`src/hdl/morse_beacon_keyer_top_assert.svh`:
```
// ----------------------------------------------------------------------------
// Morse beacon keyer assertion macros
// Clocked property wrappers used at the end of the top level.
// ----------------------------------------------------------------------------
`ifndef MORSE_BEACON_KEYER_TOP_ASSERT_SVH
`define MORSE_BEACON_KEYER_TOP_ASSERT_SVH

// consequent holds in the same cycle as the antecedent
`define MBK_ASSERT_NOW(label, clk, rst_n, ante, cons, msg) \
    label: assert property (@(posedge clk) disable iff (!rst_n) (ante) |-> (cons)) \
        else $error(msg);

// consequent holds in the cycle after the antecedent
`define MBK_ASSERT_NEXT(label, clk, rst_n, ante, cons, msg) \
    label: assert property (@(posedge clk) disable iff (!rst_n) (ante) |=> (cons)) \
        else $error(msg);

`endif

```
`src/hdl/mbk_pkg.sv`:
```
// ----------------------------------------------------------------------------
// Morse beacon keyer package
// Types, codes, register defaults and the symbol table shared by the keyer.
// ----------------------------------------------------------------------------
package mbk_pkg;

    localparam int MAX_CHARS_DEF    = 32;
    localparam int SYMBOLS_PER_CHAR = 8;
    localparam int SYM_W            = 3;
    localparam int TIME_W           = 16;
    localparam int CFG_IDX_W        = 2;
    localparam int CODE_W           = 5;
    localparam int NUM_ROWS         = 27;

    localparam logic [TIME_W-1:0] DOT_TIME_RST    = 16'd250;
    localparam logic [TIME_W-1:0] DASH_TIME_RST   = 16'd750;
    localparam logic [TIME_W-1:0] WORD_TIME_RST   = 16'd1750;
    localparam logic [TIME_W-1:0] START_DELAY_RST = 16'd100;

    localparam logic [7:0] ASCII_A          = 8'h41;
    localparam logic [7:0] ASCII_LETTER_END = 8'h41 + 8'd26;
    localparam logic [7:0] ASCII_SPACE      = 8'h20;
    localparam logic [CODE_W-1:0] WORD_ROW  = 5'd26;
    localparam logic [SYM_W-1:0] SYM_LAST   = 3'(SYMBOLS_PER_CHAR - 1);

    typedef enum logic [1:0] {
        OP_APPEND = 2'd0,
        OP_START  = 2'd1,
        OP_TICK   = 2'd2
    } opcode_t;

    typedef enum logic [CFG_IDX_W-1:0] {
        CFG_DOT_TIME    = 2'd0,
        CFG_DASH_TIME   = 2'd1,
        CFG_WORD_TIME   = 2'd2,
        CFG_START_DELAY = 2'd3
    } cfg_idx_t;

    typedef enum logic [2:0] {
        EL_DOT  = 3'd0,
        EL_DASH = 3'd1,
        EL_PAD  = 3'd2,
        EL_EGAP = 3'd3,
        EL_LGAP = 3'd4,
        EL_WGAP = 3'd5
    } elem_t;

    typedef enum logic [1:0] {
        S_IDLE,
        S_FETCH,
        S_SCAN
    } state_t;

    typedef struct packed {
        logic [TIME_W-1:0] dot_len;
        logic [TIME_W-1:0] dash_len;
        logic [TIME_W-1:0] word_len;
        logic [TIME_W-1:0] start_delay;
    } cfg_t;

    typedef struct packed {
        logic append;
        logic start;
        logic dec_ticks;
        logic load_elem;
        logic skip_elem;
        logic finish;
        logic emit;
    } cmd_t;

    typedef struct packed {
        logic playing;
        logic ticks_gt1;
        logic chars_left;
        logic elem_pad;
        logic sym_last;
        logic out_free;
    } status_t;

    // one nibble per element, first element in the top nibble
    localparam logic [31:0] SYM_ROWS [NUM_ROWS] = '{
        32'h0314_2222, 32'h1303_0304, 32'h1303_1304, 32'h1303_0422,
        32'h0422_2222, 32'h0303_1304, 32'h1313_0422, 32'h0303_0304,
        32'h0304_2222, 32'h0313_1314, 32'h1303_1422, 32'h0313_0304,
        32'h1314_2222, 32'h1304_2222, 32'h1313_1422, 32'h0313_1304,
        32'h1313_0314, 32'h0313_0422, 32'h0303_0422, 32'h1422_2222,
        32'h0303_1422, 32'h0303_0314, 32'h0313_1422, 32'h1303_0314,
        32'h1303_1314, 32'h1313_0304, 32'h2222_2225
    };

    function automatic elem_t sym_elem(input logic [CODE_W-1:0] row,
                                       input logic [SYM_W-1:0] col);
        logic [31:0] bits;
        logic [2:0]  code;
        bits = SYM_ROWS[row];
        code = bits[{~col, 2'b00} +: 3];
        return elem_t'(code);
    endfunction

endpackage

```
`src/hdl/mbk_in_if.sv`:
```
// ----------------------------------------------------------------------------
// Keyer request channel
// Valid/ready channel carrying one opcode and character per request.
// ----------------------------------------------------------------------------
interface mbk_in_if;
    logic       valid;
    logic       ready;
    logic [1:0] opcode;
    logic [7:0] char_code;

    modport source (output valid, output opcode, output char_code, input ready);
    modport sink   (input valid, input opcode, input char_code, output ready);
endinterface

```
`src/hdl/mbk_out_if.sv`:
```
// ----------------------------------------------------------------------------
// Keyer result channel
// Valid/ready channel carrying the keyed level and status of each request.
// ----------------------------------------------------------------------------
interface mbk_out_if;
    logic valid;
    logic ready;
    logic key_on;
    logic busy_res;
    logic rejected;
    logic finished;

    modport source (output valid, output key_on, output busy_res, output rejected,
                    output finished, input ready);
    modport sink   (input valid, input key_on, input busy_res, input rejected,
                    input finished, output ready);
endinterface

```
`src/hdl/mbk_cfg_regs.sv`:
```
// ----------------------------------------------------------------------------
// Keyer timing registers
// Write-only timing registers, loaded from the configuration port.
// ----------------------------------------------------------------------------
module mbk_cfg_regs (
    input  logic                           clk,
    input  logic                           rst_n,
    input  logic                           cfg_we,
    input  logic [mbk_pkg::CFG_IDX_W-1:0]  cfg_index,
    input  logic [mbk_pkg::TIME_W-1:0]     cfg_data,
    output mbk_pkg::cfg_t                  cfg
);
    import mbk_pkg::*;

    cfg_t cfg_reg;
    cfg_t cfg_next;

    always_comb
    begin
        cfg_next = cfg_reg;
        if (cfg_we)
        begin
            case (cfg_idx_t'(cfg_index))
                CFG_DOT_TIME:    cfg_next.dot_len     = cfg_data;
                CFG_DASH_TIME:   cfg_next.dash_len    = cfg_data;
                CFG_WORD_TIME:   cfg_next.word_len    = cfg_data;
                CFG_START_DELAY: cfg_next.start_delay = cfg_data;
                default:         cfg_next = cfg_reg;
            endcase
        end
    end

    always_ff @(posedge clk or negedge rst_n)
    begin
        if (!rst_n)
        begin
            cfg_reg.dot_len     <= DOT_TIME_RST;
            cfg_reg.dash_len    <= DASH_TIME_RST;
            cfg_reg.word_len    <= WORD_TIME_RST;
            cfg_reg.start_delay <= START_DELAY_RST;
        end
        else
        begin
            cfg_reg <= cfg_next;
        end
    end

    assign cfg = cfg_reg;

endmodule

```
`src/hdl/mbk_ctrl.sv`:
```
// ----------------------------------------------------------------------------
// Keyer controller
// Sequences each request and walks the symbol table on element expiry.
// ----------------------------------------------------------------------------
module mbk_ctrl (
    input  logic              clk,
    input  logic              rst_n,
    input  logic              item_valid,
    input  logic [1:0]        item_opcode,
    output logic              item_ready,
    input  mbk_pkg::status_t  status,
    output mbk_pkg::cmd_t     cmd
);
    import mbk_pkg::*;

    state_t state_reg;
    state_t state_next;

    always_ff @(posedge clk or negedge rst_n)
    begin
        if (!rst_n)
        begin
            state_reg <= S_IDLE;
        end
        else
        begin
            state_reg <= state_next;
        end
    end

    always_comb
    begin
        state_next = state_reg;
        cmd        = '0;
        item_ready = (state_reg == S_IDLE) && status.out_free;
        case (state_reg)
            S_IDLE:
            begin
                if (item_valid && item_ready)
                begin
                    case (opcode_t'(item_opcode))
                        OP_APPEND:
                        begin
                            cmd.append = 1'b1;
                            cmd.emit   = 1'b1;
                        end
                        OP_START:
                        begin
                            cmd.start = 1'b1;
                            cmd.emit  = 1'b1;
                        end
                        OP_TICK:
                        begin
                            if (!status.playing)
                            begin
                                cmd.emit = 1'b1;
                            end
                            else if (status.ticks_gt1)
                            begin
                                cmd.dec_ticks = 1'b1;
                                cmd.emit      = 1'b1;
                            end
                            else
                            begin
                                state_next = S_FETCH;
                            end
                        end
                        default:
                        begin
                            cmd.emit = 1'b1;
                        end
                    endcase
                end
            end
            S_FETCH:
            begin
                if (!status.chars_left)
                begin
                    cmd.finish = 1'b1;
                    cmd.emit   = 1'b1;
                    state_next = S_IDLE;
                end
                else
                begin
                    state_next = S_SCAN;
                end
            end
            S_SCAN:
            begin
                if (!status.elem_pad)
                begin
                    cmd.load_elem = 1'b1;
                    cmd.emit      = 1'b1;
                    state_next    = S_IDLE;
                end
                else
                begin
                    cmd.skip_elem = 1'b1;
                    if (status.sym_last)
                    begin
                        state_next = S_FETCH;
                    end
                end
            end
            default:
            begin
                state_next = S_IDLE;
            end
        endcase
    end

endmodule

```
`src/hdl/mbk_datapath.sv`:
```
// ----------------------------------------------------------------------------
// Keyer datapath
// Message store, playback position, element timer and result register.
// ----------------------------------------------------------------------------
module mbk_datapath #(
    parameter int MAX_CHARS = mbk_pkg::MAX_CHARS_DEF
) (
    input  logic              clk,
    input  logic              rst_n,
    input  logic [7:0]        item_char_code,
    input  mbk_pkg::cfg_t     cfg,
    input  mbk_pkg::cmd_t     cmd,
    output mbk_pkg::status_t  status,
    input  logic              result_ready,
    output logic              result_valid,
    output logic              result_key_on,
    output logic              result_busy_res,
    output logic              result_rejected,
    output logic              result_finished
);
    import mbk_pkg::*;

    localparam int LEN_W = $clog2(MAX_CHARS + 1);
    localparam int AW    = (MAX_CHARS > 1) ? $clog2(MAX_CHARS) : 1;

    logic [CODE_W-1:0] mem [MAX_CHARS];
    logic [CODE_W-1:0] rd_data_reg;

    logic [LEN_W-1:0]  length_reg,   length_next;
    logic [LEN_W-1:0]  char_pos_reg, char_pos_next;
    logic [SYM_W-1:0]  sym_pos_reg,  sym_pos_next;
    logic [TIME_W-1:0] ticks_reg,    ticks_next;
    logic              key_reg,      key_next;
    logic              playing_reg,  playing_next;
    logic              res_valid_reg, res_valid_next;
    logic              res_key_reg,  res_busy_reg, res_rej_reg, res_fin_reg;

    logic              is_letter;
    logic              is_space;
    logic              append_ok;
    logic [7:0]        char_diff;
    logic [CODE_W-1:0] char_row;
    logic [CODE_W-1:0] row;
    elem_t             elem;
    logic              elem_key;
    logic [TIME_W-1:0] elem_ticks;
    logic              elem_pad;

    assign is_letter = (item_char_code >= ASCII_A) && (item_char_code < ASCII_LETTER_END);
    assign is_space  = (item_char_code == ASCII_SPACE);
    assign char_diff = item_char_code - ASCII_A;
    assign char_row  = is_space ? WORD_ROW : char_diff[CODE_W-1:0];
    assign append_ok = (is_letter || is_space) && !playing_reg
                       && (length_reg < LEN_W'(MAX_CHARS));

    assign row  = (rd_data_reg > WORD_ROW) ? WORD_ROW : rd_data_reg;
    assign elem = sym_elem(row, sym_pos_reg);

    always_comb
    begin
        elem_key   = 1'b0;
        elem_ticks = cfg.dot_len;
        elem_pad   = !(elem inside {EL_DOT, EL_DASH, EL_EGAP, EL_LGAP, EL_WGAP});
        case (elem)
            EL_DOT:
            begin
                elem_key   = 1'b1;
                elem_ticks = cfg.dot_len;
            end
            EL_DASH:
            begin
                elem_key   = 1'b1;
                elem_ticks = cfg.dash_len;
            end
            EL_EGAP: elem_ticks = cfg.dot_len;
            EL_LGAP: elem_ticks = cfg.dash_len;
            EL_WGAP: elem_ticks = cfg.word_len;
            default: elem_ticks = cfg.dot_len;
        endcase
    end

    always_comb
    begin
        length_next   = length_reg;
        char_pos_next = char_pos_reg;
        sym_pos_next  = sym_pos_reg;
        ticks_next    = ticks_reg;
        key_next      = key_reg;
        playing_next  = playing_reg;

        if (cmd.append && append_ok)
        begin
            length_next = length_reg + 1'b1;
        end
        if (cmd.start && !playing_reg && (length_reg != '0))
        begin
            playing_next  = 1'b1;
            char_pos_next = '0;
            sym_pos_next  = '0;
            key_next      = 1'b0;
            ticks_next    = cfg.start_delay;
        end
        if (cmd.dec_ticks)
        begin
            ticks_next = ticks_reg - 1'b1;
        end
        if (cmd.load_elem || cmd.skip_elem)
        begin
            sym_pos_next = sym_pos_reg + 1'b1;
            if (sym_pos_reg == SYM_LAST)
            begin
                char_pos_next = char_pos_reg + 1'b1;
            end
        end
        if (cmd.load_elem)
        begin
            key_next   = elem_key;
            ticks_next = elem_ticks;
        end
        if (cmd.finish)
        begin
            playing_next  = 1'b0;
            key_next      = 1'b0;
            ticks_next    = '0;
            length_next   = '0;
            char_pos_next = '0;
            sym_pos_next  = '0;
        end
    end

    assign res_valid_next = cmd.emit || (res_valid_reg && !result_ready);

    always_ff @(posedge clk)
    begin
        if (cmd.append && append_ok)
        begin
            mem[length_reg[AW-1:0]] <= char_row;
        end
        rd_data_reg <= mem[char_pos_reg[AW-1:0]];
    end

    always_ff @(posedge clk)
    begin
        if (cmd.emit)
        begin
            res_key_reg  <= key_next;
            res_busy_reg <= playing_next;
            res_rej_reg  <= cmd.append && !append_ok;
            res_fin_reg  <= cmd.finish;
        end
    end

    always_ff @(posedge clk or negedge rst_n)
    begin
        if (!rst_n)
        begin
            length_reg    <= '0;
            char_pos_reg  <= '0;
            sym_pos_reg   <= '0;
            ticks_reg     <= '0;
            key_reg       <= 1'b0;
            playing_reg   <= 1'b0;
            res_valid_reg <= 1'b0;
        end
        else
        begin
            length_reg    <= length_next;
            char_pos_reg  <= char_pos_next;
            sym_pos_reg   <= sym_pos_next;
            ticks_reg     <= ticks_next;
            key_reg       <= key_next;
            playing_reg   <= playing_next;
            res_valid_reg <= res_valid_next;
        end
    end

    assign status.playing    = playing_reg;
    assign status.ticks_gt1  = (ticks_reg > 16'd1);
    assign status.chars_left = (char_pos_reg < length_reg);
    assign status.elem_pad   = elem_pad;
    assign status.sym_last   = (sym_pos_reg == SYM_LAST);
    assign status.out_free   = !res_valid_reg || result_ready;

    assign result_valid    = res_valid_reg;
    assign result_key_on   = res_key_reg;
    assign result_busy_res = res_busy_reg;
    assign result_rejected = res_rej_reg;
    assign result_finished = res_fin_reg;

endmodule

```
`src/hdl/morse_beacon_keyer_top.sv`:
```
// ----------------------------------------------------------------------------
// Morse beacon keyer, top level
// Append, start and counting ticks: result registered in the cycle after acceptance.
// A tick that ends an element walks the symbol table one entry per cycle, with
// a registered store read in the FETCH state per character. One request at a time.
// Reset clears playback state and restores default timings; store undefined.
// ----------------------------------------------------------------------------
module morse_beacon_keyer_top #(
    parameter int MAX_CHARS = mbk_pkg::MAX_CHARS_DEF
) (
    input  logic                           clk,
    input  logic                           rst_n,
    mbk_in_if.sink                         item,
    mbk_out_if.source                      result,
    input  logic                           cfg_we,
    input  logic [mbk_pkg::CFG_IDX_W-1:0]  cfg_index,
    input  logic [mbk_pkg::TIME_W-1:0]     cfg_data
);
    import mbk_pkg::*;

    `include "morse_beacon_keyer_top_assert.svh"

    cfg_t    cfg;
    cmd_t    cmd;
    status_t status;

    mbk_cfg_regs u_cfg (
        .clk       (clk),
        .rst_n     (rst_n),
        .cfg_we    (cfg_we),
        .cfg_index (cfg_index),
        .cfg_data  (cfg_data),
        .cfg       (cfg)
    );

    mbk_ctrl u_ctrl (
        .clk         (clk),
        .rst_n       (rst_n),
        .item_valid  (item.valid),
        .item_opcode (item.opcode),
        .item_ready  (item.ready),
        .status      (status),
        .cmd         (cmd)
    );

    mbk_datapath #(
        .MAX_CHARS (MAX_CHARS)
    ) u_dp (
        .clk             (clk),
        .rst_n           (rst_n),
        .item_char_code  (item.char_code),
        .cfg             (cfg),
        .cmd             (cmd),
        .status          (status),
        .result_ready    (result.ready),
        .result_valid    (result.valid),
        .result_key_on   (result.key_on),
        .result_busy_res (result.busy_res),
        .result_rejected (result.rejected),
        .result_finished (result.finished)
    );

    `MBK_ASSERT_NOW(a_key_needs_busy, clk, rst_n, result.valid && result.key_on, result.busy_res, "carrier keyed outside playback")
    `MBK_ASSERT_NOW(a_finish_idle, clk, rst_n, result.valid && result.finished, !result.busy_res && !result.rejected, "finish result not idle")
    `MBK_ASSERT_NEXT(a_append_answer, clk, rst_n, item.valid && item.ready && item.opcode == OP_APPEND, result.valid && !result.finished, "append request not answered next cycle")
    `MBK_ASSERT_NOW(a_scan_blocks, clk, rst_n, cmd.skip_elem || cmd.load_elem || cmd.finish, !item.ready, "request taken during table walk")

endmodule
```
`src/flat_wrapper.sv`:
```
// flat-port wrapper written by rule: the top's interface ports become plain ports
module morse_beacon_keyer_top_flat import mbk_pkg::*;
#(
    parameter int MAX_CHARS = mbk_pkg::MAX_CHARS_DEF
)
  (clk, rst_n, cfg_we, cfg_index, cfg_data, item_valid, item_opcode, item_char_code, item_ready, result_valid, result_key_on, result_busy_res, result_rejected, result_finished, result_ready);
  mbk_in_if item_i ();
  mbk_out_if result_i ();
  input  logic clk;
  input  logic rst_n;
  input  logic cfg_we;
  input  logic [mbk_pkg::CFG_IDX_W-1:0] cfg_index;
  input  logic [mbk_pkg::TIME_W-1:0] cfg_data;
  input wire logic [$bits(item_i.valid)-1:0] item_valid;
  input wire logic [$bits(item_i.opcode)-1:0] item_opcode;
  input wire logic [$bits(item_i.char_code)-1:0] item_char_code;
  output wire logic [$bits(item_i.ready)-1:0] item_ready;
  output wire logic [$bits(result_i.valid)-1:0] result_valid;
  output wire logic [$bits(result_i.key_on)-1:0] result_key_on;
  output wire logic [$bits(result_i.busy_res)-1:0] result_busy_res;
  output wire logic [$bits(result_i.rejected)-1:0] result_rejected;
  output wire logic [$bits(result_i.finished)-1:0] result_finished;
  input wire logic [$bits(result_i.ready)-1:0] result_ready;
  assign item_i.valid = item_valid;
  assign item_i.opcode = item_opcode;
  assign item_i.char_code = item_char_code;
  assign item_ready = item_i.ready;
  assign result_valid = result_i.valid;
  assign result_key_on = result_i.key_on;
  assign result_busy_res = result_i.busy_res;
  assign result_rejected = result_i.rejected;
  assign result_finished = result_i.finished;
  assign result_i.ready = result_ready;
  morse_beacon_keyer_top #(.MAX_CHARS(MAX_CHARS)) u_core (.clk(clk), .rst_n(rst_n), .item(item_i), .result(result_i), .cfg_we(cfg_we), .cfg_index(cfg_index), .cfg_data(cfg_data));
endmodule
```
`config.mk`:
```
export PLATFORM = sky130hd
export DESIGN_NAME = morse_beacon_keyer_top_flat
export DESIGN_NICKNAME = d
export VERILOG_FILES = /design/src/hdl/mbk_pkg.sv /design/src/hdl/mbk_in_if.sv /design/src/hdl/mbk_out_if.sv /design/src/hdl/mbk_cfg_regs.sv /design/src/hdl/mbk_ctrl.sv /design/src/hdl/mbk_datapath.sv /design/src/hdl/morse_beacon_keyer_top.sv /design/src/flat_wrapper.sv
export VERILOG_INCLUDE_DIRS = /design/src /design/src/hdl
export SDC_FILE = /design/constraint.sdc
export NUM_CORES = 1
export LEC_CHECK = 0
export BUFFER_PORTS_ARGS = -buffer_cell sky130_fd_sc_hd__buf_2
export CAP_MARGIN = 20
export CORE_ASPECT_RATIO = 0.9
export CORE_UTILIZATION = 50
export CTS_CLUSTER_DIAMETER = 100
export DETAILED_ROUTE_END_ITERATION = 10
export GPL_TIMING_DRIVEN = 0
export PLACE_DENSITY = 0.72
export SETUP_SLACK_MARGIN = 0.02
export SLEW_MARGIN = 40
export SYNTH_ARGS = -nofsm -noshare
export SYNTH_HDL_FRONTEND = slang
export SYNTH_SLANG_ARGS = --single-unit
```
`constraint.sdc`:
```
create_clock -name clk -period 5.6 [get_ports clk]
set_input_delay 0.56 -clock clk [delete_from_list [all_inputs] [get_ports clk]]
set_output_delay 0.56 -clock clk [all_outputs]
set_load 0.05 [all_outputs]
```
Yosys cells after proc, flatten, opt, wreduce, memory -nomap -nowiden
Memories as Yosys holds them, arrays and structs flattened. A register that Yosys moved wholly into a read port is not among the register bits.
Cells that the tools add are included.

word-level totals
  memory bits (writable) = 160
  logic and storage cells = 135
  register bits after elaboration = 104
  memory bits (read-only) = 1024
  memories = 2

operators by class
  eq/ne operators = 18
  shift-type cells = 1
  bitwise logic cells = 2
  $add $sub $neg = 5
  reduce and logical (&&, ||, !) cells = 34
  magnitude comparators = 7
  muxes and demuxes = 50

memories
  name              depth  bits a word  rd ports  clocked after memory_dff  write ports  line                source
  (name not given)  32     32           1         0                         0            mbk_pkg.sv:95       bits = SYM_ROWS[row];
  u_core.u_dp.mem   32     5            1         1                         1            mbk_datapath.sv:26  logic [CODE_W-1:0] mem [MAX_CHARS];

operator list
  kind                     number
  $mux W16                 4
  $mux W32                 2
  $mux W6                  6
  $pmux W16 S2             1
  $shiftx A32 B6 Y3        1
  $mux W1                  19
  $mux W2                  9
  $gt A16 B1 Y1 const B    1
  $sub A16 B1 Y16 const B  1
  $mux W3                  5
  $add A6 B1 Y6 const B    2
  $logic_and A1 B1 Y1      10
  $mux W5                  2
  $eq A3 B3 Y1 const B     3
  $eq A2 B2 Y1 const B     4
  $eq A8 B6 Y1 const B     1
  $ge A8 B7 Y1 const B     1
  $lt A8 B7 Y1 const B     1
  $reduce_and A2 Y1        4
  $eq A2 B1 Y1 const B     3
  $ge A6 B6 Y1 const B     1
  $logic_not A2 Y1         3
  $lt A6 B6 Y1             1
  $lt A6 B6 Y1 const B     1
  22 further kinds         31

Logic depth before layout (Yosys ltp)
Gate-level depths: netlist of the first run.

  depth in word-level cells = 14
  gate-level depth with buffers = 16

Modules after synthesis
Synthesis of the first run repeated with hierarchy kept, for this count alone.

unflattened totals
  cell total of the unflattened synthesis = 881
  area total of the unflattened synthesis = 12683.4 µm²

by module, submodules not included
  module        cells an instance  instances  area an instance (µm²)
  mbk_datapath  726                1          10044.6
  mbk_cfg_regs  136                1          2439.8
  mbk_ctrl      19                 1          198.9

Least setup slack after synthesis of the first run
OpenSTA, ideal clock, no wires.

  path type = register to register
  start = reg u_core.u_dp.rd_data_reg[2] (read register of u_core.u_dp.mem)
  end = reg u_core.u_dp.res_busy_reg, in the netlist u_core.u_dp.result_busy_res, enable pin
  data arrival time = 2.953 ns
  period minus slack after synthesis = 3.219 ns
  required time = 5.335 ns
  path slack = 2.381 ns
  stages on the path, launching flop included = 15
  setup time = 0.265 ns
  cells stage by stage = dfxtp_1 -> buf_6 -> buf_6 -> buf_6 -> a31oi_1 -> inv_1 -> ha_1 -> nor2_1 -> a2111oi_2 -> o41ai_2 -> o31ai_4 -> nor2_1 -> a31oi_2 -> buf_4 -> nand2_1

RTL lines
  element               line                 source
  from (decl)           mbk_datapath.sv:27   logic [CODE_W-1:0] rd_data_reg;
  to (signal assigned)  mbk_datapath.sv:147  res_busy_reg <= playing_next;
  to (decl)             mbk_datapath.sv:36   logic res_key_reg, res_busy_reg, res_rej_reg, res_fin_reg;

Worst setup path in the final report of the first run
  start = reg u_core.u_dp.rd_data_reg[1] (read register of u_core.u_dp.mem)
  end = reg u_core.u_dp.ticks_reg[4]

between the ends
  cells in the longest elaborated chain, start to end = 13

ends and longest elaborated chain
  element                                         line                                    source
  $gt A5 B5 Y1                                    mbk_datapath.sv:56                      assign row = (rd_data_reg > WORD_ROW) ? WORD_ROW : rd_data_reg;
  $mux W5 *                                       mbk_datapath.sv:56
  $not A5 Y6 (not written as such) *              mbk_pkg.sv:95
  $mem_v2 Z32 W32 *                               --
  $mux W32 (not written as such) * (2 in series)  mbk_pkg.sv:95
  $shiftx A32 B6 Y3 *                             mbk_pkg.sv:96                           code = bits[{~col, 2'b00} +: 3];
  $eq A3 B1 Y1 (tied with other cells)            mbk_datapath.sv:63, mbk_datapath.sv:64
  $reduce_bool A5 Y1                              mbk_datapath.sv:63                      elem_pad = !(elem inside {EL_DOT, EL_DASH, EL_EGAP, EL_LGAP, EL_WGAP});
  $mux W1                                         mbk_ctrl.sv:90                          if (!status.elem_pad)
  $mux W2                                         mbk_ctrl.sv:36                          case (state_reg)
  $mux W16                                        mbk_datapath.sv:115                     if (cmd.load_elem)
  $mux W16                                        mbk_datapath.sv:120                     if (cmd.finish)
  to (signal assigned)                            mbk_datapath.sv:170                     ticks_reg <= ticks_next;
  to (decl)                                       mbk_datapath.sv:32                      logic [TIME_W-1:0] ticks_reg, ticks_next;

Every way passes the cells marked *; elsewhere a longest branch is shown, timed or not. The select of a mux whose other input is x is not followed.
A chain may end at the register's enable or synchronous reset.

==> metrics.txt, run 1 <==
outcome finished clean; RSZ-0062 raised after global routing no; Max FO, Critical Path 10; Hold WS 293.8 ps; commonest non-fill, non-tap cell in the layout edfxtp_1; vias per cell 6.145; CTS Root Cell clkbuf_16; initial antenna violation count 0; DP Cell Count 1312; Initial DRC Count 1019; Max Buffers Root-to-Sink 3; Post-synth EDFFs 164; critical path type reg -> reg; max reg flops 160; Finished Cell Area 0.01461 sq mm; leakage 5.232 nW; FMAX 247.6 MHz; Clock Skew 12.89 ps; drc violations 0; count of unique library cells instantiated by Yosys 80; antenna viol nets, final 0; Site Rows 55; share of cells above drive strength 1 0.2929; Routed WL 29.68 mm; Yosys reg bits 269; htree depth 1; Yosys top cell by area edfxtp_1; VDD IR-drop max 0.2597 mV; Synth Warn # 0; aggregate global routing overflow 0; starting density of the core 0.5125; FF-to-FF path depth 13; maxcap violations 0; Worst-path clk slew 60 ps; min-delay worst type in -> reg; final count of negative-setup-slack endpoints 0; first-pass GRT wire length 46.82 mm; Required @ worst endpoint 6020 ps; final hold violations 0; clock buffer count from CTS 27; largest net degree at the start of global routing 53; DP HPWL 20.96 mm; Synth Instances 930; Synth top area share 0.3794; Crit. End Element flip-flop; crit path launch type flip-flop; Main synth FF type edfxtp_1; commonest non-fill, non-tap cells in the layout 164 x edfxtp_1, 86 x nor2_1, 77 x dfrtp_1, 70 x mux2_2, 51 x mux4_2; Seq/Total Area, Yosys 0.5822; DR pass1 iterations 6; vias in the first global route 8387; DIE WIDTH 171.8 um; Core ar. 0.02532 sq mm; final cell count without fillers 1363; Worst-Margin Slew 903.2 ps; Pwr per Cell Area 478.2 mW/mm^2; clk_lat worst skew 540 ps; Syn Area/Cell 13.96 sq um; I/O pin cnt 39; PortBufs 37; largest cells by area after synthesis edfxtp_1 38%, dfrtp_1 15%, mux4_2 8.8%; routed vias 8376; Die Ht 154.8 um; Layout area overhead 12.54%; TritonCTS clock tree built; Post-Synthesis Cell Area 0.01298 sq mm; placed inst area 0.01372 sq mm; slew margin rel. 0.3979; Worst EP arrival 4460 ps; post-route clock period utilization 0.7212; Slew Limit Fails 0; Final TNS setup 0 ps; Final min period 4039 ps; wire length per cell 21.78 um; Async SR Flop Fraction 0.3717; Final #Nets 1056; TritonCTS sink count 269; Ant. Diodes 0; Hold Path Stages 2; die area 0.02661 sq mm; RePlAce Congestion 0.9554; Total GRT Usage 0.2318; Post-Syn Nets 986; Final Power 6.984 mW
-- final cells by class --
class,instances,area [sq um]
plain buffers,53,286.5
clock buffers,32,694.4
clock inverters,18,177.7
fillers,2043,10720
inverters,22,82.58
multi-input cells,586,5106
flip-flops and latches,269,7556
well taps,342,427.9
repair buffers,41,275.3
-- logic make-up (layout without fill, tap and decap cells) --
group | count (synthesis) | after routing | share of synthesized area
adders and majority gates | 23 | 23 | 0.02217
xor gates and xnor gates | 6 | 6 | 0.004049
DFF | 269 | 269 | 0.5822
AOI/OAI and AO/OA | 195 | 195 | 0.1115
buffers and inverters | 75 | 166 | 0.02805
muxes | 137 | 137 | 0.1665
and+or+nand+nor | 225 | 225 | 0.08551
-- where the power goes --
group	internal, mW	total, mW	switching [mW]	leakage, nW
registers	2.34	2.53	0.187	2.70
clock network	1.03	1.77	0.741	0.424
logic	1.15	2.69	1.54	2.10
total	4.51	6.98	2.47	5.23
-- final timing paths --
kind | to | slack, ps | start
hold reg to reg | u_core.u_ctrl.state_reg[0] | 490 | u_core.u_ctrl.state_reg[0]
max in group asynchronous | u_core.u_cfg.cfg[18] | 4450 | rst_n
min in group asynchronous | u_core.u_cfg.cfg[58] | 520 | rst_n
hold / removal | u_core.u_cfg.cfg[31] | 290 | cfg_data[15]
setup / recovery | u_core.u_dp.ticks_reg[4] | 1560 | u_core.u_dp.rd_data_reg[1]
setup reg to reg | u_core.u_dp.ticks_reg[4] | 1560 | u_core.u_dp.rd_data_reg[1]
-- Yosys cell counts (all sizes together), types with 5 or more instances --
master and n:
edfxtp 164, nor2 88, mux2 85, dfrtp 77
o21ai 59, mux4 51, nand2 40, a21oi 33
clkbuf 27, buf 26, nand3 26, dfstp 23
ha 23, inv 22, a221oi 19, o21a 17
nand2b 14, a211oi 10, nor4 9, a31o 8
nor3 8, a31oi 7, nor3b 6, xnor2 6
a21o 5, and2 5, dfxtp 5
-- worst max-delay path, cell delays in order, from the launching register on --
cell,delay [ps]
dfxtp_1,300
buf_2,170
o211ai_1,470
nand2_1,240
ha_1,370
nor2_1,60
a2111oi_2,490
nor3_1,130
o32ai_2,490
and2_1,400
clkbuf_1,430
o21ai_0,160
o21ai_1,110
a21oi_1,90
-- through the flow --
stage	util	setup slack, ps
floorplan	-	2381
global placement	0.5367	1681
detailed placement	0.5416	1512
CTS	0.5764	1673
global route	0.5768	1235
finish	0.5768	1561
-- repair_timing --
item	CTS	global route
resized for setup	0	0
hold buffers	1	0
endpoints found under the hold margin	39	0
buffers inserted	0	0
-- per-layer routing --
metal,GRT usage,vias to the layer above,routed length [um]
li1,-,3757,-
met1,0.3456,4223,13290
met2,0.3484,343,13420
met3,0.04836,53,2367
met4,0.05689,0,604
met5,0,-,0
No activity file was read; power rests on OpenSTA's default activity.
==> inputs of run 2 (changes only) <==
--- a/config.mk
+++ b/config.mk
@@ -6,6 +6,7 @@
 export SDC_FILE = /design/constraint.sdc
 export NUM_CORES = 1
 export LEC_CHECK = 0
+export ABC_AREA = 1
 export BUFFER_PORTS_ARGS = -buffer_cell sky130_fd_sc_hd__buf_2
 export CAP_MARGIN = 20
 export CORE_ASPECT_RATIO = 0.9
==> constraint.sdc (replaced) <==
create_clock -name clk -period 4 [get_ports clk]
set_input_delay 0.4 -clock clk [delete_from_list [all_inputs] [get_ports clk]]
set_output_delay 0.4 -clock clk [all_outputs]
set_load 0.05 [all_outputs]
==> run 2 against run 1 <==
Synthesized cell count is 46% higher. Utilization down 0.11 points. Non-clock buffer count up 7. Wire length grew 19%. Critical path type unchanged. Hold slack worse by 130 ps. Count of clock-buffer cells in the layout rose by 8. Via count grew 25%. Clock power increased by 51%.
==> metrics.txt, run 2 <==
Required @ worst endpoint 4440 ps (-1580 ps); most common cell in the netlist nand2_1; portion of netlist area occupied by mux cells 0 (-0.1665); final count of negative-setup-slack endpoints 0 (unchanged); Synth Warn # 0 (unchanged); DP HPWL 24.63 mm (+17%); htree depth 1 (unchanged); wire length per cell 19.79 um (-9.1%); I/O pin cnt 39 (unchanged); post-route clock period utilization 0.8313 (+0.1101); Synth top area share 0.3864 (+0.006928); Site Rows 55 (unchanged); critical path type reg -> reg; drc violations 0 (unchanged); FF-to-FF path depth 23 (+10); slew margin rel. 0.4727 (+0.07484); DR top layer met4; Layout area overhead 13.44%; Max FO, Critical Path 10 (unchanged); die area 0.02614 sq mm (-1.8%); area share of fa/ha/maj cells after synthesis 0.02258 (+0.0004048); routed vias 10452 (+25%); Seq/Total Area, Yosys 0.5928 (+0.01063); Initial DRC Count 1267 (+24%); Worst Setup Slack, final 674.9 ps (-886.4 ps); met3 WL 3.841 mm (+62%); # fillers 2156 (+5.5%); commonest non-fill, non-tap cells in the layout 275 x nand2_1, 219 x nor2_1, 179 x o21ai_0, 164 x edfxtp_1, 90 x inv_1; Main synth FF type edfxtp_1; postcts setup bufs 0 (unchanged); Total GRT Usage 0.2778 (+0.04601); Post-Synthesis Cell Area 0.01275 sq mm (-1.8%); share of cells above drive strength 1 0.1118 (-0.1810); Post-synth top cells 278 x nand2_1, 220 x nor2_1, 179 x o21ai_0, 164 x edfxtp_1, 90 x inv_1; Die Ht 153.5 um (-0.89%); antenna viol nets, final 0 (unchanged); Synth Instances 1355 (+46%); placed inst area 0.01347 sq mm (-1.8%); Worst EP arrival 3760 ps (-700 ps); outcome finished clean; Met1 Routed Length 15.42 mm (+16%); Async SR Flop Fraction 0.3717 (unchanged); DIE WIDTH 170.3 um (-0.89%); Met2 Wirelength 15.28 mm (+14%); leakage 5.837 nW (+12%); CTS Root Cell clkbuf_16; Post-Syn Nets 1411 (+43%); Final #Nets 1483 (+40%); Clock Skew 9.858 ps (-3.032 ps); reg2reg end u_core.u_dp.ticks_reg[5]; Crit. End Element flip-flop; main combinational cell family by area after synthesis simple AND/OR/NAND/NOR gates; CP Capture Point u_core.u_dp.ticks_reg[5]; RePlAce Congestion 0.9374 (-1.9%); PortBufs 38 (+2.7%); commonest non-fill, non-tap cell in the layout nand2_1; Slew Limit Fails 0 (unchanged); RSZ-0062 raised after global routing no; count of unique library cells instantiated by Yosys 44 (-45%); Worst-path clk slew 60 ps (about the same); clock buffer count from CTS 28 (+3.7%); Yosys top cell by area edfxtp_1; crit path launch u_core.u_dp.rd_data_reg[4]; Syn Area/Cell 9.407 sq um (-33%); DP Worst Slack 89.11 ps (-1423 ps); Final min period 3325 ps (-713.6 ps); Worst-Margin Slew 790.9 ps (-112.3 ps); crit path launch type flip-flop; register area 0.007556 sq mm (unchanged); initial antenna violation count 0 (unchanged); FMAX 300.7 MHz (+21%); maxcap violations 0 (unchanged); Max Buffers Root-to-Sink 3 (unchanged); DR pass1 iterations 5 (-1); Finished Cell Area 0.01446 sq mm (-1.0%); vias in the first global route 9804 (+17%); final hold violations 0 (unchanged); clk_lat worst skew 550 ps (about the same); max reg flops 160 (unchanged); largest net degree at the start of global routing 72 (+36%); Synth Area in Compound Gates 0.1236 (+0.01205); FF-to-FF setup slack 670 ps (-890 ps); VDD IR-drop max 0.3501 mV (+35%); Yosys reg bits 269 (unchanged); Post-synth EDFFs 164 (unchanged); largest cells by area after synthesis edfxtp_1 39%, dfrtp_1 15%, nand2_1 8.2%; min-delay worst type in -> reg; simple-gate share of the synthesized area 0.2037 (+0.1182); vias per cell 5.836 (-5.0%); first-pass GRT wire length 54.89 mm (+17%); Routed WL 35.44 mm (+19%); Core ar. 0.02512 sq mm (-0.82%); Ant. Diodes 0 (unchanged); XOR/XNOR share of the synthesized area 0.008933 (+0.004884); starting density of the core 0.5074 (-0.005053); TritonCTS sink count 269 (unchanged); FF-to-FF Start u_core.u_dp.rd_data_reg[4]; TritonCTS clock tree built; multi-input gate area in the final layout 0.004622 sq mm (-9.5%); aggregate global routing overflow 0 (unchanged); Pwr per Cell Area 563.6 mW/mm^2 (+18%)
==> run 2: cell families (layout without fill, tap and decap cells) <==
kind of cell / count (synthesis) / in the layout
DFF: 269 / 269
AOI/OAI and AO/OA: 273 / 273
and+or+nand+nor: 621 / 621
xor gates and xnor gates: 13 / 13
buffers and inverters: 156 / 250
adders and majority gates: 23 / 23
==> run 2: cell type report <==
type                            count  area share
Multi-Input combinational cell    930      0.3197
Timing Repair Buffer               42     0.01912
Tap cell                          342     0.02959
Clock inverter                     12    0.008394
Inverter                           97     0.02518
Buffer                             59     0.01757
Clock buffer                       40     0.05789
Sequential cell                   269      0.5226
==> run 2: worst min path at each step <==
stage	start	end	slack (ps)	depth (start not counted)
detailed placement	rst_n	u_core.u_dp.sym_pos_reg[2]	290	1
floorplan	rst_n	u_core.u_cfg.cfg[0]	100	0
CTS	cfg_data[9]	u_core.u_cfg.cfg[41]	150	3
global placement	u_core.u_ctrl.state_reg[1]	u_core.u_ctrl.state_reg[1]	450	1
finish	cfg_data[9]	u_core.u_cfg.cfg[41]	170	3
global route	cfg_data[6]	u_core.u_cfg.cfg[6]	180	3
==> run 2: stage by stage <==
stage | utilization | total power, mW | setup TNS [ps] | hold WS [ps] | cells
5_1_grt | 0.5756 | 8.538 | 0 | 180.2 | 1791
3_5_place_dp | 0.5363 | 5.482 | 0 | 286.3 | 1738
2_1_floorplan | - | 4.884 | 0 | 104.4 | 1355
4_1_cts | 0.5749 | 8.137 | 0 | 145.4 | 1791
3_3_place_gp | 0.5321 | 5.435 | -476.1 | 450.6 | 1735
6_report | 0.5756 | 8.148 | 0 | 165.6 | 1791
==> run 2: routing by layer <==
layer  GRT usage  up-vias
li1            -     4797
met1      0.4193     5009
met2      0.4052      569
met3     0.06163       77
met4     0.06950        0
met5           0        -
==> run 2: report_power, final <==
part / switching [mW] / internal [mW]
combinational: 1.43 / 0.612
sequential: 0.186 / 3.24
clock: 1.09 / 1.59
==> run 2: timing repair <==
action                                 in CTS  in global routing
endpoints found under the hold margin      29                  0
setup endpoints to repair                   0                 15
gates resized for setup                     0                  1
hold buffers                                1                  0
==> run 2: critical path: stages (launching register included) <==
cell and delay, ps:
dfxtp_1 310, buf_2 230, nand2_4 120, inv_2 100, nand2_4 80, nand2_2 140
inv_1 100, ha_1 240, nand3b_1 190, nand2_1 80, inv_1 40, nand2_1 70
nand2_1 100, nand2_1 80, nand3_1 100, nand2_1 100, nand2_1 140, buf_4 220
nand3_1 290, nor2_1 80, nor2_1 110, nand3_1 140, nand2_1 110, nand2_1 50
==> inputs of run 3 (changes only) <==
==> constraint.sdc (replaced) <==
create_clock -name clk -period 3.4 [get_ports clk]
set_input_delay 0.34 -clock clk [delete_from_list [all_inputs] [get_ports clk]]
set_output_delay 0.34 -clock clk [all_outputs]
set_load 0.05 [all_outputs]
==> run 3 against run 2 <==
Sequential power increased by 17%. Global-route usage stayed put. Register-to-register slack got worse by 450 ps. Cell count stayed put. First-iteration DRC count fell by 4.8%. Critical path depth decreased by 1. Combinational power grew 20%. Largest cell class unchanged. Wire length is 0.16% higher.
==> metrics.txt, run 3 (synthesized netlist as in run 2, its figures left out) <==
wire length per cell 19.82 um (+0.16%); placed inst area 0.01347 sq mm (unchanged); clk_lat worst skew 550 ps (about the same); die area 0.02614 sq mm (unchanged); critical path type reg -> reg; slowest cell delay on critical path 300 ps (about the same); Site Rows 55 (unchanged); Critical Path Slowest Stage Cell dfxtp_1; Worst EP arrival 3610 ps (-150 ps); Largest delay share family, worst path simple AND/OR/NAND/NOR gates; FMAX 314.7 MHz (+4.6%); Critical Path, Cell by Cell buf_4 -> nand2_4 -> inv_2 -> nand2_4 -> nand2_2 -> inv_1 -> ha_1 -> nand3b_1 -> nand2_1 -> inv_1 -> nand2_1 -> nand2_1 -> nand4_1 -> nand2_1 -> nand2_1 -> nand2_1 -> nand2_2 -> buf_2 -> nand4_1 -> nand4_1 -> nand2_1 -> nand2_1; Total GRT Usage 0.2778 (unchanged); commonest non-fill, non-tap cells in the layout 273 x nand2_1, 217 x nor2_1, 179 x o21ai_0, 164 x edfxtp_1, 90 x inv_1; RSZ-0062 raised after global routing yes; Worst-path clk slew 70 ps (about the same); Crit path depth 22 (-4.3%); first-pass GRT wire length 54.89 mm (unchanged); commonest non-fill, non-tap cell in the layout nand2_1; Routed WL 35.50 mm (+0.16%); vias per cell 5.850 (+0.25%); DP HPWL 24.63 mm (unchanged); Initial DRC Count 1206 (-4.8%); VDD IR-drop max 0.4099 mV (+17%); Required @ worst endpoint 3830 ps (-610 ps); TritonCTS sink count 269 (unchanged); maxcap violations 0 (unchanged); drc violations 0 (unchanged); Die Ht 153.5 um (unchanged); most frequent CP cell nand2_1; routed vias 10478 (+0.25%); RePlAce Congestion 0.9374 (unchanged); crit path launch u_core.u_dp.rd_data_reg[4]; Max Buffers Root-to-Sink 3 (unchanged); post-route clock period utilization 0.9345 (+0.1032); outcome finished clean; vias in the first global route 9804 (unchanged); final hold violations 0 (unchanged); DR pass1 iterations 5 (unchanged); htree depth 1 (unchanged); Layout area overhead 13.97%; final count of negative-setup-slack endpoints 0 (unchanged); reg2reg end u_core.u_dp.ticks_reg[11]; Crit. End Element flip-flop; FF-to-FF setup slack 220 ps (-450 ps); Ant. Diodes 0 (unchanged); initial antenna violation count 0 (unchanged); Final min period 3177 ps (-147.7 ps); Worst-Margin Slew 777.5 ps (-13.42 ps); max reg flops 160 (unchanged); crit path launch type flip-flop; Final #Nets 1483 (unchanged); CP Capture Point u_core.u_dp.ticks_reg[11]; CTS Root Cell clkbuf_16; FF-to-FF path depth 22 (-4.3%); Slew Limit Fails 0 (unchanged); Final Power 9.648 mW (+18%); largest net degree at the start of global routing 72 (unchanged); min-delay worst type in -> reg; Hold WS 99.98 ps (-65.67 ps); Pwr per Cell Area 664.2 mW/mm^2 (+18%); Clock Skew 12.32 ps (+2.458 ps); PortBufs 38 (unchanged); TritonCTS clock tree built; leakage 5.850 nW (+0.23%); sum of buffers and inverters on the critical path 5 (unchanged); Core ar. 0.02512 sq mm (unchanged); FF-to-FF Start u_core.u_dp.rd_data_reg[4]; post-layout util 0.5783 (+0.002690); Finished Cell Area 0.01453 sq mm (+0.47%); antenna viol nets, final 0 (unchanged); DIE WIDTH 170.3 um (unchanged); starting density of the core 0.5074 (unchanged); aggregate global routing overflow 0 (unchanged); I/O pin cnt 39 (unchanged); slew margin rel. 0.4817 (+0.008948); clock buffer count from CTS 28 (unchanged); Max FO, Critical Path 10 (unchanged); postcts setup bufs 0 (unchanged); share of cells above drive strength 1 0.1166 (+0.004831)
==> run 3: layout make-up <==
| class | count | area (sq um) |
|---|---|---|
| repair buffers | 42 | 276.5 |
| fillers | 2146 | 10590 |
| multi-input cells | 930 | 4679 |
| clock buffers | 40 | 837.1 |
| flip-flops and latches | 269 | 7557 |
| inverters | 97 | 364.1 |
| clock inverters | 12 | 121.4 |
| well taps | 342 | 427.9 |
| plain buffers | 59 | 262.8 |
==> run 3: power by group <==
part	internal, mW	total [mW]	switching, mW
Combinational	0.738	2.46	1.72
Sequential	3.81	4.03	0.218
Clock	1.87	3.16	1.29
==> run 3: per-stage QoR <==
stage                     cells  TNS, ps  setup slack (ps)
after CTS                  1791        0             77.37
after global routing       1791        0             2.828
after global placement     1735    -9437            -635.4
final                      1791        0             222.6
after floorplan            1355        0             698.9
after detailed placement   1738   -19150            -450.9
==> run 3: tightest hold or removal path, delay by kind of cell <==
kind / cells / cell delay [ps]
buffers and inverters: 2 / 200
AOI/OAI and AO/OA: 1 / 100
==> run 3: repair_timing <==
action,CTS,global route
hold endpoints to repair,29,0
hold buffers,1,0
gates resized for setup,1,18
setup endpoints to repair,15,34
==> run 3: layer usage <==
layer  vias up  share of wire  GRT usage
met3        66           0.11    0.06163
met4         0          0.023    0.06950
met2       552           0.43     0.4052
met5         -              0          0
li1       4793              -          -
met1      5067           0.44     0.4193
==> run 3: worst min-delay path by stage <==
stage / startpoint / cells after the start / endpoint
after detailed placement: rst_n / 1 / u_core.u_dp.sym_pos_reg[2]
after global placement: u_core.u_ctrl.state_reg[1] / 1 / u_core.u_ctrl.state_reg[1]
final: cfg_data[9] / 3 / u_core.u_cfg.cfg[41]
after floorplan: rst_n / 0 / u_core.u_cfg.cfg[0]
after CTS: cfg_data[9] / 3 / u_core.u_cfg.cfg[41]
after global routing: cfg_data[6] / 3 / u_core.u_cfg.cfg[6]
